**src/rtl/core/aide_pkg.sv**
```systemverilog
// ----------------------------------------------------------------------------
// aide_pkg: shared types and constants of the array insert/delete engine
// Request and response transaction layouts, request and status codes, and
// the control word that the sequencer hands to the element memory.
// ----------------------------------------------------------------------------
package aide_pkg;

   // Array geometry
   localparam int CAPACITY = 32;
   localparam int IDX_W    = 5;   // element index width
   localparam int LEN_W    = 6;   // length width, holds CAPACITY itself
   localparam int POS_W    = 6;   // insert position width
   localparam int WORD_W   = 32;  // element width

   // Request codes
   localparam logic [1:0] REQ_APPEND = 2'd0;
   localparam logic [1:0] REQ_INSERT = 2'd1;
   localparam logic [1:0] REQ_DELETE = 2'd2;
   localparam logic [1:0] REQ_LIST   = 2'd3;

   // Status codes
   localparam logic [1:0] STS_OK       = 2'd0;
   localparam logic [1:0] STS_FULL     = 2'd1;
   localparam logic [1:0] STS_PAST_END = 2'd2;

   // Request transaction
   typedef struct packed {
      logic [1:0]              req_type;
      logic [POS_W-1:0]        position;
      logic signed [WORD_W-1:0] value;
   } req_item_type;

   // Response transaction
   typedef struct packed {
      logic                     has_element;
      logic [IDX_W-1:0]         element_index;
      logic signed [WORD_W-1:0] element_value;
      logic [LEN_W-1:0]         length;
      logic [1:0]               status;
      logic                     last;
   } rsp_item_type;

   // Element memory access for one cycle
   typedef struct packed {
      logic              wr_en;
      logic [IDX_W-1:0]  wr_addr;
      logic [WORD_W-1:0] wr_data;
      logic              rd_en;
      logic [IDX_W-1:0]  rd_addr;
   } mem_cmd_type;

endpackage

```
**src/rtl/core/aide_mem.sv**
```systemverilog
// ----------------------------------------------------------------------------
// aide_mem: element store
// One write port and one read port; read data is registered and holds
// until the next read.
// ----------------------------------------------------------------------------
module aide_mem (
   input  logic                          clock,
   input  aide_pkg::mem_cmd_type         mem_cmd,
   output logic [aide_pkg::WORD_W-1:0]   rd_data
);

   logic [aide_pkg::WORD_W-1:0] mem_ff [aide_pkg::CAPACITY];
   logic [aide_pkg::WORD_W-1:0] rd_data_ff;

   // Write the addressed word
   always_ff @(posedge clock) begin
      if (mem_cmd.wr_en) begin
         mem_ff[mem_cmd.wr_addr] <= mem_cmd.wr_data;
      end
   end

   // Register the read word
   always_ff @(posedge clock) begin
      if (mem_cmd.rd_en) begin
         rd_data_ff <= mem_ff[mem_cmd.rd_addr];
      end
   end

   assign rd_data = rd_data_ff;

endmodule

```
**src/rtl/core/array_insert_delete_engine_core.sv**
```systemverilog
// ----------------------------------------------------------------------------
// array_insert_delete_engine_core: packed array with insert, delete, list
// Keeps up to 32 signed words and their count; appends, inserts at a
// position, deletes all words equal to a value, and lists the array.
// ----------------------------------------------------------------------------
// One request is taken at a time; req_stall stays high until the last
// response of the request has been loaded into the output register. Cost is
// set by the element memory, whose read data is registered. An append
// writes its word in the cycle of acceptance. An insert shifts each word
// from the position up by one slot, then places the new word, and a delete
// reads each stored word once. Every request but append then lists the
// array with one read and one response load per word, or one response for
// an empty array, and rsp_stall can hold the output. The response register
// frees the next request while the final response waits.
module array_insert_delete_engine_core (
   input  logic                   clock,
   input  logic                   reset,
   input  logic                   req_valid,
   output logic                   req_stall,
   input  aide_pkg::req_item_type req_data,
   output logic                   rsp_valid,
   input  logic                   rsp_stall,
   output aide_pkg::rsp_item_type rsp_data
);

   typedef enum logic [2:0] {
      ST_IDLE,
      ST_INS_SHIFT,
      ST_INS_PUT,
      ST_DEL_SCAN,
      ST_EMIT_RD,
      ST_EMIT_WR
   } state_type;

   state_type                       state_ff, state_in;
   logic [aide_pkg::LEN_W-1:0]      count_ff, count_in;
   logic [1:0]                      status_ff, status_in;
   logic [aide_pkg::WORD_W-1:0]     val_ff, val_in;
   logic [aide_pkg::IDX_W-1:0]      pos_ff, pos_in;
   logic [aide_pkg::IDX_W-1:0]      idx_ff, idx_in;
   logic [aide_pkg::LEN_W-1:0]      wcnt_ff, wcnt_in;
   logic                            rsp_valid_ff, rsp_valid_in;
   aide_pkg::rsp_item_type          rsp_ff, rsp_in;

   aide_pkg::mem_cmd_type           mem_cmd;
   logic [aide_pkg::WORD_W-1:0]     rd_data;
   logic                            req_take;
   logic                            out_free;
   logic                            word_keep;
   logic                            emit_last;
   logic [aide_pkg::LEN_W-1:0]      idx_next;

   aide_mem u_mem (
      .clock   (clock),
      .mem_cmd (mem_cmd),
      .rd_data (rd_data)
   );

   assign req_take  = req_valid && (state_ff == ST_IDLE);
   assign out_free  = !rsp_valid_ff || !rsp_stall;
   assign idx_next  = {1'b0, idx_ff} + aide_pkg::LEN_W'(1);
   // Compare unit: match against the request value
   assign word_keep = (rd_data != val_ff);
   assign emit_last = (count_ff == '0) || (idx_next == count_ff);

   // Sequence requests over the element memory
   always_comb begin
      state_in     = state_ff;
      count_in     = count_ff;
      status_in    = status_ff;
      val_in       = val_ff;
      pos_in       = pos_ff;
      idx_in       = idx_ff;
      wcnt_in      = wcnt_ff;
      rsp_in       = rsp_ff;
      rsp_valid_in = rsp_valid_ff && rsp_stall;
      mem_cmd      = '0;

      case (state_ff)
         ST_IDLE: begin
            if (req_take) begin
               val_in    = req_data.value;
               pos_in    = req_data.position[aide_pkg::IDX_W-1:0];
               status_in = aide_pkg::STS_OK;
               idx_in    = '0;
               case (req_data.req_type)
                  aide_pkg::REQ_APPEND: begin
                     // Place at the end unless full; no response
                     if (count_ff < aide_pkg::LEN_W'(aide_pkg::CAPACITY)) begin
                        mem_cmd.wr_en   = 1'b1;
                        mem_cmd.wr_addr = count_ff[aide_pkg::IDX_W-1:0];
                        mem_cmd.wr_data = req_data.value;
                        count_in        = count_ff + aide_pkg::LEN_W'(1);
                     end
                  end
                  aide_pkg::REQ_INSERT: begin
                     if (count_ff >= aide_pkg::LEN_W'(aide_pkg::CAPACITY)) begin
                        status_in = aide_pkg::STS_FULL;
                        state_in  = ST_EMIT_RD;
                     end else if (req_data.position > count_ff) begin
                        status_in = aide_pkg::STS_PAST_END;
                        state_in  = ST_EMIT_RD;
                     end else if (req_data.position == count_ff) begin
                        state_in = ST_INS_PUT;
                     end else begin
                        // Start the shift at the top word
                        mem_cmd.rd_en   = 1'b1;
                        mem_cmd.rd_addr = count_ff[aide_pkg::IDX_W-1:0]
                                          - aide_pkg::IDX_W'(1);
                        idx_in          = count_ff[aide_pkg::IDX_W-1:0];
                        state_in        = ST_INS_SHIFT;
                     end
                  end
                  aide_pkg::REQ_DELETE: begin
                     if (count_ff == '0) begin
                        state_in = ST_EMIT_RD;
                     end else begin
                        mem_cmd.rd_en   = 1'b1;
                        mem_cmd.rd_addr = '0;
                        wcnt_in         = '0;
                        state_in        = ST_DEL_SCAN;
                     end
                  end
                  aide_pkg::REQ_LIST: begin
                     state_in = ST_EMIT_RD;
                  end
                  default: begin
                     state_in = ST_IDLE;
                  end
               endcase
            end
         end

         ST_INS_SHIFT: begin
            // Move the word below idx up into idx
            mem_cmd.wr_en   = 1'b1;
            mem_cmd.wr_addr = idx_ff;
            mem_cmd.wr_data = rd_data;
            if ({1'b0, idx_ff} > ({1'b0, pos_ff} + aide_pkg::LEN_W'(1))) begin
               mem_cmd.rd_en   = 1'b1;
               mem_cmd.rd_addr = idx_ff - aide_pkg::IDX_W'(2);
               idx_in          = idx_ff - aide_pkg::IDX_W'(1);
            end else begin
               state_in = ST_INS_PUT;
            end
         end

         ST_INS_PUT: begin
            // Drop the new word into the opened slot
            mem_cmd.wr_en   = 1'b1;
            mem_cmd.wr_addr = pos_ff;
            mem_cmd.wr_data = val_ff;
            count_in        = count_ff + aide_pkg::LEN_W'(1);
            idx_in          = '0;
            state_in        = ST_EMIT_RD;
         end

         ST_DEL_SCAN: begin
            // Compact kept words down to the write pointer
            if (word_keep) begin
               mem_cmd.wr_en   = 1'b1;
               mem_cmd.wr_addr = wcnt_ff[aide_pkg::IDX_W-1:0];
               mem_cmd.wr_data = rd_data;
            end
            if (idx_next < count_ff) begin
               mem_cmd.rd_en   = 1'b1;
               mem_cmd.rd_addr = idx_next[aide_pkg::IDX_W-1:0];
               idx_in          = idx_next[aide_pkg::IDX_W-1:0];
               wcnt_in         = wcnt_ff + aide_pkg::LEN_W'(word_keep);
            end else begin
               count_in = wcnt_ff + aide_pkg::LEN_W'(word_keep);
               idx_in   = '0;
               state_in = ST_EMIT_RD;
            end
         end

         ST_EMIT_RD: begin
            // Fetch the next word to list
            if (count_ff != '0) begin
               mem_cmd.rd_en   = 1'b1;
               mem_cmd.rd_addr = idx_ff;
            end
            state_in = ST_EMIT_WR;
         end

         ST_EMIT_WR: begin
            // Load the response register once it is free
            if (out_free) begin
               rsp_valid_in          = 1'b1;
               rsp_in.has_element    = (count_ff != '0);
               rsp_in.element_index  = idx_ff;
               rsp_in.element_value  = (count_ff != '0) ? rd_data : '0;
               rsp_in.length         = count_ff;
               rsp_in.status         = status_ff;
               rsp_in.last           = emit_last;
               if (emit_last) begin
                  state_in = ST_IDLE;
               end else begin
                  idx_in   = idx_next[aide_pkg::IDX_W-1:0];
                  state_in = ST_EMIT_RD;
               end
            end
         end

         default: begin
            state_in = ST_IDLE;
         end
      endcase
   end

   // Hold state and the response register
   always_ff @(posedge clock) begin
      if (reset) begin
         state_ff     <= ST_IDLE;
         count_ff     <= '0;
         rsp_valid_ff <= 1'b0;
      end else begin
         state_ff     <= state_in;
         count_ff     <= count_in;
         rsp_valid_ff <= rsp_valid_in;
      end
      status_ff <= status_in;
      val_ff    <= val_in;
      pos_ff    <= pos_in;
      idx_ff    <= idx_in;
      wcnt_ff   <= wcnt_in;
      rsp_ff    <= rsp_in;
   end

   assign req_stall = (state_ff != ST_IDLE);
   assign rsp_valid = rsp_valid_ff;
   assign rsp_data  = rsp_ff;

endmodule
```
**config.mk**
```make
export PLATFORM = sky130hd
export DESIGN_NAME = array_insert_delete_engine_core
export DESIGN_NICKNAME = d
export VERILOG_FILES = /design/src/rtl/core/aide_pkg.sv /design/src/rtl/core/aide_mem.sv /design/src/rtl/core/array_insert_delete_engine_core.sv
export SDC_FILE = /design/constraint.sdc
export NUM_CORES = 1
export LEC_CHECK = 0
export BUFFER_PORTS_ARGS = -buffer_cell sky130_fd_sc_hd__buf_2
export CAP_MARGIN = 20
export CORE_ASPECT_RATIO = 1.75
export CORE_MARGIN = 5
export CORE_UTILIZATION = 39
export DETAILED_ROUTE_END_ITERATION = 16
export PLACE_DENSITY_LB_ADDON = 0.15
export REMOVE_ABC_BUFFERS = 1
export SETUP_SLACK_MARGIN = 0.05
export SLEW_MARGIN = 5
export SYNTH_ARGS = -nofsm -noshare
export SYNTH_HDL_FRONTEND = slang
export SYNTH_SLANG_ARGS = --single-unit
```
**constraint.sdc**
```tcl
create_clock -name clock -period 5.05 [get_ports clock]
set_input_delay 0.7575 -clock clock [delete_from_list [all_inputs] [get_ports clock]]
set_output_delay 0.7575 -clock clock [all_outputs]
set_load 0.1 [all_outputs]
```
==> impl_metrics.toml, run 1 <==
[yosys]
synth.avg_cell_area_sq_um = 15.6
async_flop_share = 0
synth_seq_area_share = 0.742
synth_warnings = 0
yosys.area_share.xor_xnor = 0.00914
synth.area.mux_share = 0.0637
ys_ff_latch = 1163
synthAdderAreaFrac = 0.00826
synth_flop_cell = "edfxtp_1"
synth_top_family_by_area = "compound AO/OA/AOI/OAI gates"
synth-compound-area-share = 0.0810
synth_area_sq_um = 47000
yosys.area_share.simple = 0.0716
synth_edf_count = 1153
synth.distinct_cells = 75
synthCells = 3013

[critical_path]
reg2reg_slack_ns = 0.29
criticalPathCategory = "flop to flop"
arrival_ns = 5.21
r2r_end = "u_mem.rd_data[7]"
required_ns = 5.50
reg2reg_depth = 13
reg2reg_from = "idx_ff[0]"
worstPathMaxFanout = 18
crit_path_end_kind = "flop"
cp-start-kind = "flop"

[power]
total_power_w = 0.0296
power_switching_share = 0.332
internal-power_w = 0.0197
power.switching_w = 0.00982
p_seq_frac = 0.433
p_clk_frac = 0.274
power.density_nw_per_um2 = 535
ir_worst_vdd_uv = 344
power_frac_comb = 0.292
leakagePower_nw = 18.4

[clocking]
clk_pin_slew_ns = 0.07
cts_buffers = 107
htree_levels = 3
insertion_delay_ns = 0.74
clockRootBuffer = "clkbuf_16"
cts_setup_buffers = 0
cts_tree = "yes"
cts_buffer_depth = 3
cts.sinks = 1163
cts-hold-fix-buffers = 0
cts_resized = 1

[global_routing]
grt_max_degree = 72
overflow = 0
antenna_found_initial = 5
met2_usage = 0.405
grt_pass1_vias = 28800
grt_first_pass_wirelength_mm = 209
gr-usage-all-layers = 0.227
use_met3 = 0.0289
gr-usage-met1 = 0.283
gr-max-usage-layer = "met2"

[cells_and_area]
fin_nets = 3341
n_fill_cell = 10300
area_growth_pct = 17.7
drive_gt1_frac = 0.174

[hold_path]
hp-start = "req_data[29]"
min_to = "val_ff[29]"
min_path_type = "primary input to flop"
holdPathStages = 1

[timing]
final.min_clock_period_ns = 4.76
slew_violations = 0
maxSlewHeadroom = 0.301
max_freq_mhz = 210
fin_crit_sh = 0.942
setup_tns_ns = 0
tightest_slew_ns = 1.04
setup_violations = 0
hold_ws_ns = 0.211
hold_violations = 0
skew_ns = 0.0402
rsz0062_at_grt = "false"

[drt]
drt-total-wl_mm = 148
ant_nets = 0
first_iter_violations = 2883
viasPerCell = 5.80
first_pass_iters = 6
drc = 0
wl_per_cell_um = 30.4
dr_total_vias = 28300

[outcome]
outcome = "complete, no violations"

[floorplanning]
fp.dieH_um = 469
start_util = 0.392
placementRows = 168
ioPinCount = 93
dieArea_sq_um = 128000
die_x_um = 272
core-area_sq_um = 120000

[placement]
numPortBuffers = 92
dp_hpwl_mm = 89.8
place_congestion = 0.910

[job]
max_cap_violations = 0
-- worst max-delay path by stage --
| stage | slack (ns) | to | start | cells past startpoint |
|---|---|---|---|---|
| global placement | 0.12 | u_mem.rd_data[20] | idx_ff[0] | 13 |
| floorplan | -11.40 | u_mem.rd_data[30] | req_valid | 8 |
| detailed placement | -0.006 | u_mem.rd_data[20] | idx_ff[0] | 13 |
| global route | 0.17 | u_mem.rd_data[20] | idx_ff[0] | 13 |
| finish | 0.29 | u_mem.rd_data[7] | idx_ff[0] | 13 |
| CTS | 0.09 | u_mem.rd_data[10] | idx_ff[0] | 13 |
-- state kept, by name (all words and copies together) (netlist names) --
| name | cells |
|---|---|
| u_mem.rd_data | 32 |
| status_ff | 2 |
| rsp_data | 47 |
| pos_ff | 5 |
| count_ff | 6 |
| u_mem.mem_ff | 1024 |
| wcnt_ff | 6 |
| val_ff | 32 |
| rsp_valid | 1 |
| idx_ff | 5 |
| state_ff | 3 |
-- cell type report --
cell class	count	area [sq um]	area share
Sequential cell	1163	34800	0.630
Multi-Input combinational cell	1615	11300	0.205
Timing Repair Buffer	328	3570	0.0646
Clock buffer	134	2810	0.0509
Tap cell	1530	1910	0.0347
Clock inverter	56	611	0.0111
Inverter	51	191	0.00347
Antenna cell	3	7.51	0.000136
-- cells in the final DEF (no fill, tap or decap), types with 16 or more instances in the layout --
cell type,instances
nor2_4,34
mux2_1,31
clkbuf_1,25
and2_1,38
o22ai_1,34
inv_1,51
a311oi_1,31
mux2_2,33
nand2_1,419
clkbuf_16,108
nand3_1,77
nor4_1,68
a32oi_1,64
o21ai_0,48
a21boi_0,16
a221o_1,63
nor2_1,25
edfxtp_1,1153
a222oi_1,32
a22oi_1,40
ha_1,31
xor2_1,40
a21oi_1,120
buf_12,107
buf_2,92
buf_4,129
mux2i_1,227
clkinv_1,16
a21boi_1,16
-- kinds of logic after synthesis --
| logic type | Yosys count |
|---|---|
| flops | 1163 |
| simple gates | 729 |
| compound gates | 515 |
| mux | 291 |
| buf+inv | 235 |
| xor+xnor | 49 |
| fa+ha+maj | 31 |
-- power groups by stage --
stage | Combinational, W | Sequential (W) | Clock [W]
after detailed placement | 0.00862 | 0.0130 | 0
after floorplan | 0.00513 | 0.0133 | 0
final | 0.00865 | 0.0128 | 0.00810
after CTS | 0.00864 | 0.0128 | 0.00826
after global placement | 0.00849 | 0.0130 | 0
after global routing | 0.00917 | 0.0129 | 0.00862
-- cell usage after synthesis, types with 51 or more instances --
cell type  number  share of area
a21oi_1       121          0.013
a221o_1        63          0.013
a32oi_1        64          0.012
buf_2          55         0.0059
clkbuf_1       94         0.0075
edfxtp_1     1153           0.74
inv_1          51         0.0041
mux2i_1       227          0.048
nand2_1       424          0.034
nand3_1        77         0.0082
nor2_1         57         0.0046
nor4_1         71         0.0095
-- metrics by stage --
stage / cells / utilization / instance area, sq um / setup WS [ns]
6_report: 4880 / 0.461 / 55200 / 0.294
5_1_grt: 4878 / 0.461 / 55200 / 0.170
4_1_cts: 4877 / 0.461 / 55200 / 0.0852
3_5_place_dp: 4687 / 0.432 / 51800 / -0.00589
3_3_place_gp: 4687 / 0.432 / 51800 / 0.118
2_1_floorplan: 2829 / - / 46000 / -11.40
-- worst max-delay path, cell delays in order, from the launching register on --
cell and delay, ns:
edfxtp_1 0.55, ha_1 0.25, nand3_1 0.10, xnor2_1 0.31
ha_1 0.32, a21o_1 0.19, a2111oi_4 0.52, and2_0 0.24
a32oi_1 0.10, or3b_2 0.44, nand2_2 0.33, buf_4 0.36
nor4_1 0.64, nor4_1 0.10
-- per-layer routing --
metal | part of all wire | vias up
met1 | 0.40 | 14700
li1 | - | 12300
met2 | 0.51 | 1087
met5 | 0 | -
met3 | 0.054 | 257
met4 | 0.038 | 0
No activity file was read; power rests on OpenSTA's default activity.
==> run 2: changes to the inputs <==
- PLACE_DENSITY_LB_ADDON: 0.15 -> not set
- SETUP_SLACK_MARGIN: 0.05 -> 0.3
==> run 2 against run 1 <==
Compared with the run above:
- via count down 0.64%
- maximum frequency up 3.0%
- critical path depth up 1
- design area down 1.1%
==> impl_metrics.toml, run 2 (same netlist as run 1, synthesis figures left out) <==
[outcome]
outcome = "complete, no violations"

[critical_path]
reg2reg_slack_ns = 0.43
required_ns = 5.49
path_buf_inv = 2
criticalPathCategory = "flop to flop"
startpoint = "idx_ff[0]"
arrival_ns = 5.06
crit_chain = "ha_1 -> nand3_1 -> xnor2_1 -> ha_1 -> a21o_1 -> a2111oi_4 -> nand3_1 -> o2111a_2 -> nor2_4 -> buf_12 -> buf_4 -> a22oi_1 -> a311oi_1 -> nor4_1"
slowest_stage = "a2111oi_4"
worstPathMaxFanout = 54
cp-start-kind = "flop"
crit_path_end_kind = "flop"
cp_top_family = "compound AO/OA/AOI/OAI gates"
cpPeakStageDelay_ns = 0.58
reg2reg_from = "idx_ff[0]"

[drt]
wl_per_cell_um = 28.5
ant_nets = 0
highest_layer = "met5"
wl_met1_mm = 51.9
dr_total_vias = 28100
drc = 0
wl_met2_mm = 71.7
viasPerCell = 5.78
first_iter_violations = 2812
drt-total-wl_mm = 138
first_pass_iters = 6
wl_met3_mm = 8.61

[timing]
tightest_slew_ns = 1.10
slew_violations = 0
setup_tns_ns = 0
final.min_clock_period_ns = 4.62
max_freq_mhz = 216
rsz0062_at_grt = "false"
maxSlewHeadroom = 0.265
hold_violations = 0
setup_violations = 0
skew_ns = 0.0336
fin_crit_sh = 0.915
finalWorstSetupSlack_ns = 0.431

[clocking]
cts_tree = "yes"
cts_buffers = 101
cts-hold-fix-buffers = 0
clk_pin_slew_ns = 0.07
cts.sinks = 1163
cts_buffer_depth = 3
insertion_delay_ns = 0.71
clockRootBuffer = "clkbuf_16"
htree_levels = 3

[cells_and_area]
final_util = 0.456
final_cell_mix = "edfxtp_1 (1,153), nand2_1 (419), mux2i_1 (227)"
regMostFlops = "u_mem.mem_ff"
drive_gt1_frac = 0.170
n_fill_cell = 10300
largest_register_ffs = 1024
final_common_cell = "edfxtp_1"
fin_nets = 3322
fin_cells = 4860
area_growth_pct = 16.4

[floorplanning]
core-area_sq_um = 120000
placementRows = 168
start_util = 0.392
ioPinCount = 93
dieArea_sq_um = 128000
fp.dieH_um = 469
die_x_um = 272

[global_routing]
antenna_found_initial = 3
grt_max_degree = 78
overflow = 0
grt_first_pass_wirelength_mm = 196
grt_pass1_vias = 28200
gr-usage-all-layers = 0.210

[hold_path]
min_path_type = "primary input to flop"
hp-start = "req_data[35]"

[placement]
place_congestion = 0.871
dp_hpwl_mm = 84.4
dpl.cell_count = 4665
pre_cts_slack_ns = 0.296
numPortBuffers = 92

[power]
leakagePower_nw = 18.2
power.density_nw_per_um2 = 529
ir_worst_vdd_uv = 342

[job]
max_cap_violations = 0
==> run 2: changes by cell type in the layout (fill, tap and decap cells not counted), moves of 3 or more <==
cell / before / now
clkinvlp_4: 5 / 1
clkinv_2: 15 / 20
clkbuf_16: 108 / 105
buf_12: 107 / 81
bufinv_16: 12 / 9
buf_4: 129 / 140
==> run 2: layout make-up <==
cell class / count / area, sq um / share of cell area
multi-input cells: 1617 / 11300 / 0.207
clock buffers: 128 / 2710 / 0.0497
flip-flops and latches: 1163 / 34800 / 0.637
repair buffers: 313 / 3130 / 0.0573
well taps: 1530 / 1910 / 0.0350
diodes: 2 / 5.00 / 0.0000916
inverters: 51 / 191 / 0.00350
clock inverters: 56 / 532 / 0.00973
==> run 2: final timing paths <==
path              depth (start not counted)                 to
setup / recovery                         14  u_mem.rd_data[16]
hold / removal                            1          pos_ff[3]
setup reg to reg                         14  u_mem.rd_data[16]
hold reg to reg                           0        rsp_data[2]
==> run 2: routing by layer <==
| layer | up-vias | global-route usage |
|---|---|---|
| met2 | 1138 | 0.378 |
| met4 | 2 | 0.0868 |
| met3 | 295 | 0.0329 |
| li1 | 12200 | - |
| met1 | 14400 | 0.252 |
| met5 | - | 0 |
==> run 2: power by group <==
part	internal, W	switching, W
combinational	0.00263	0.00568
sequential	0.0124	0.000425
clock	0.00427	0.00349
==> run 2: timing repair <==
action                                  CTS  global route
gates cloned                              0             2
endpoints found under the setup margin    2            45
resized for setup                         0             5
pin swaps                                 1             4
setup buffers                             5             2
==> run 2: metrics by stage <==
stage	hold WS (ns)	cell area, sq um	power (W)
2_1_floorplan	0.400	46000	0.0184
3_3_place_gp	0.407	51300	0.0212
3_5_place_dp	0.413	51300	0.0213
4_1_cts	0.194	54600	0.0290
5_1_grt	0.220	54600	0.0299
6_report	0.239	54600	0.0289
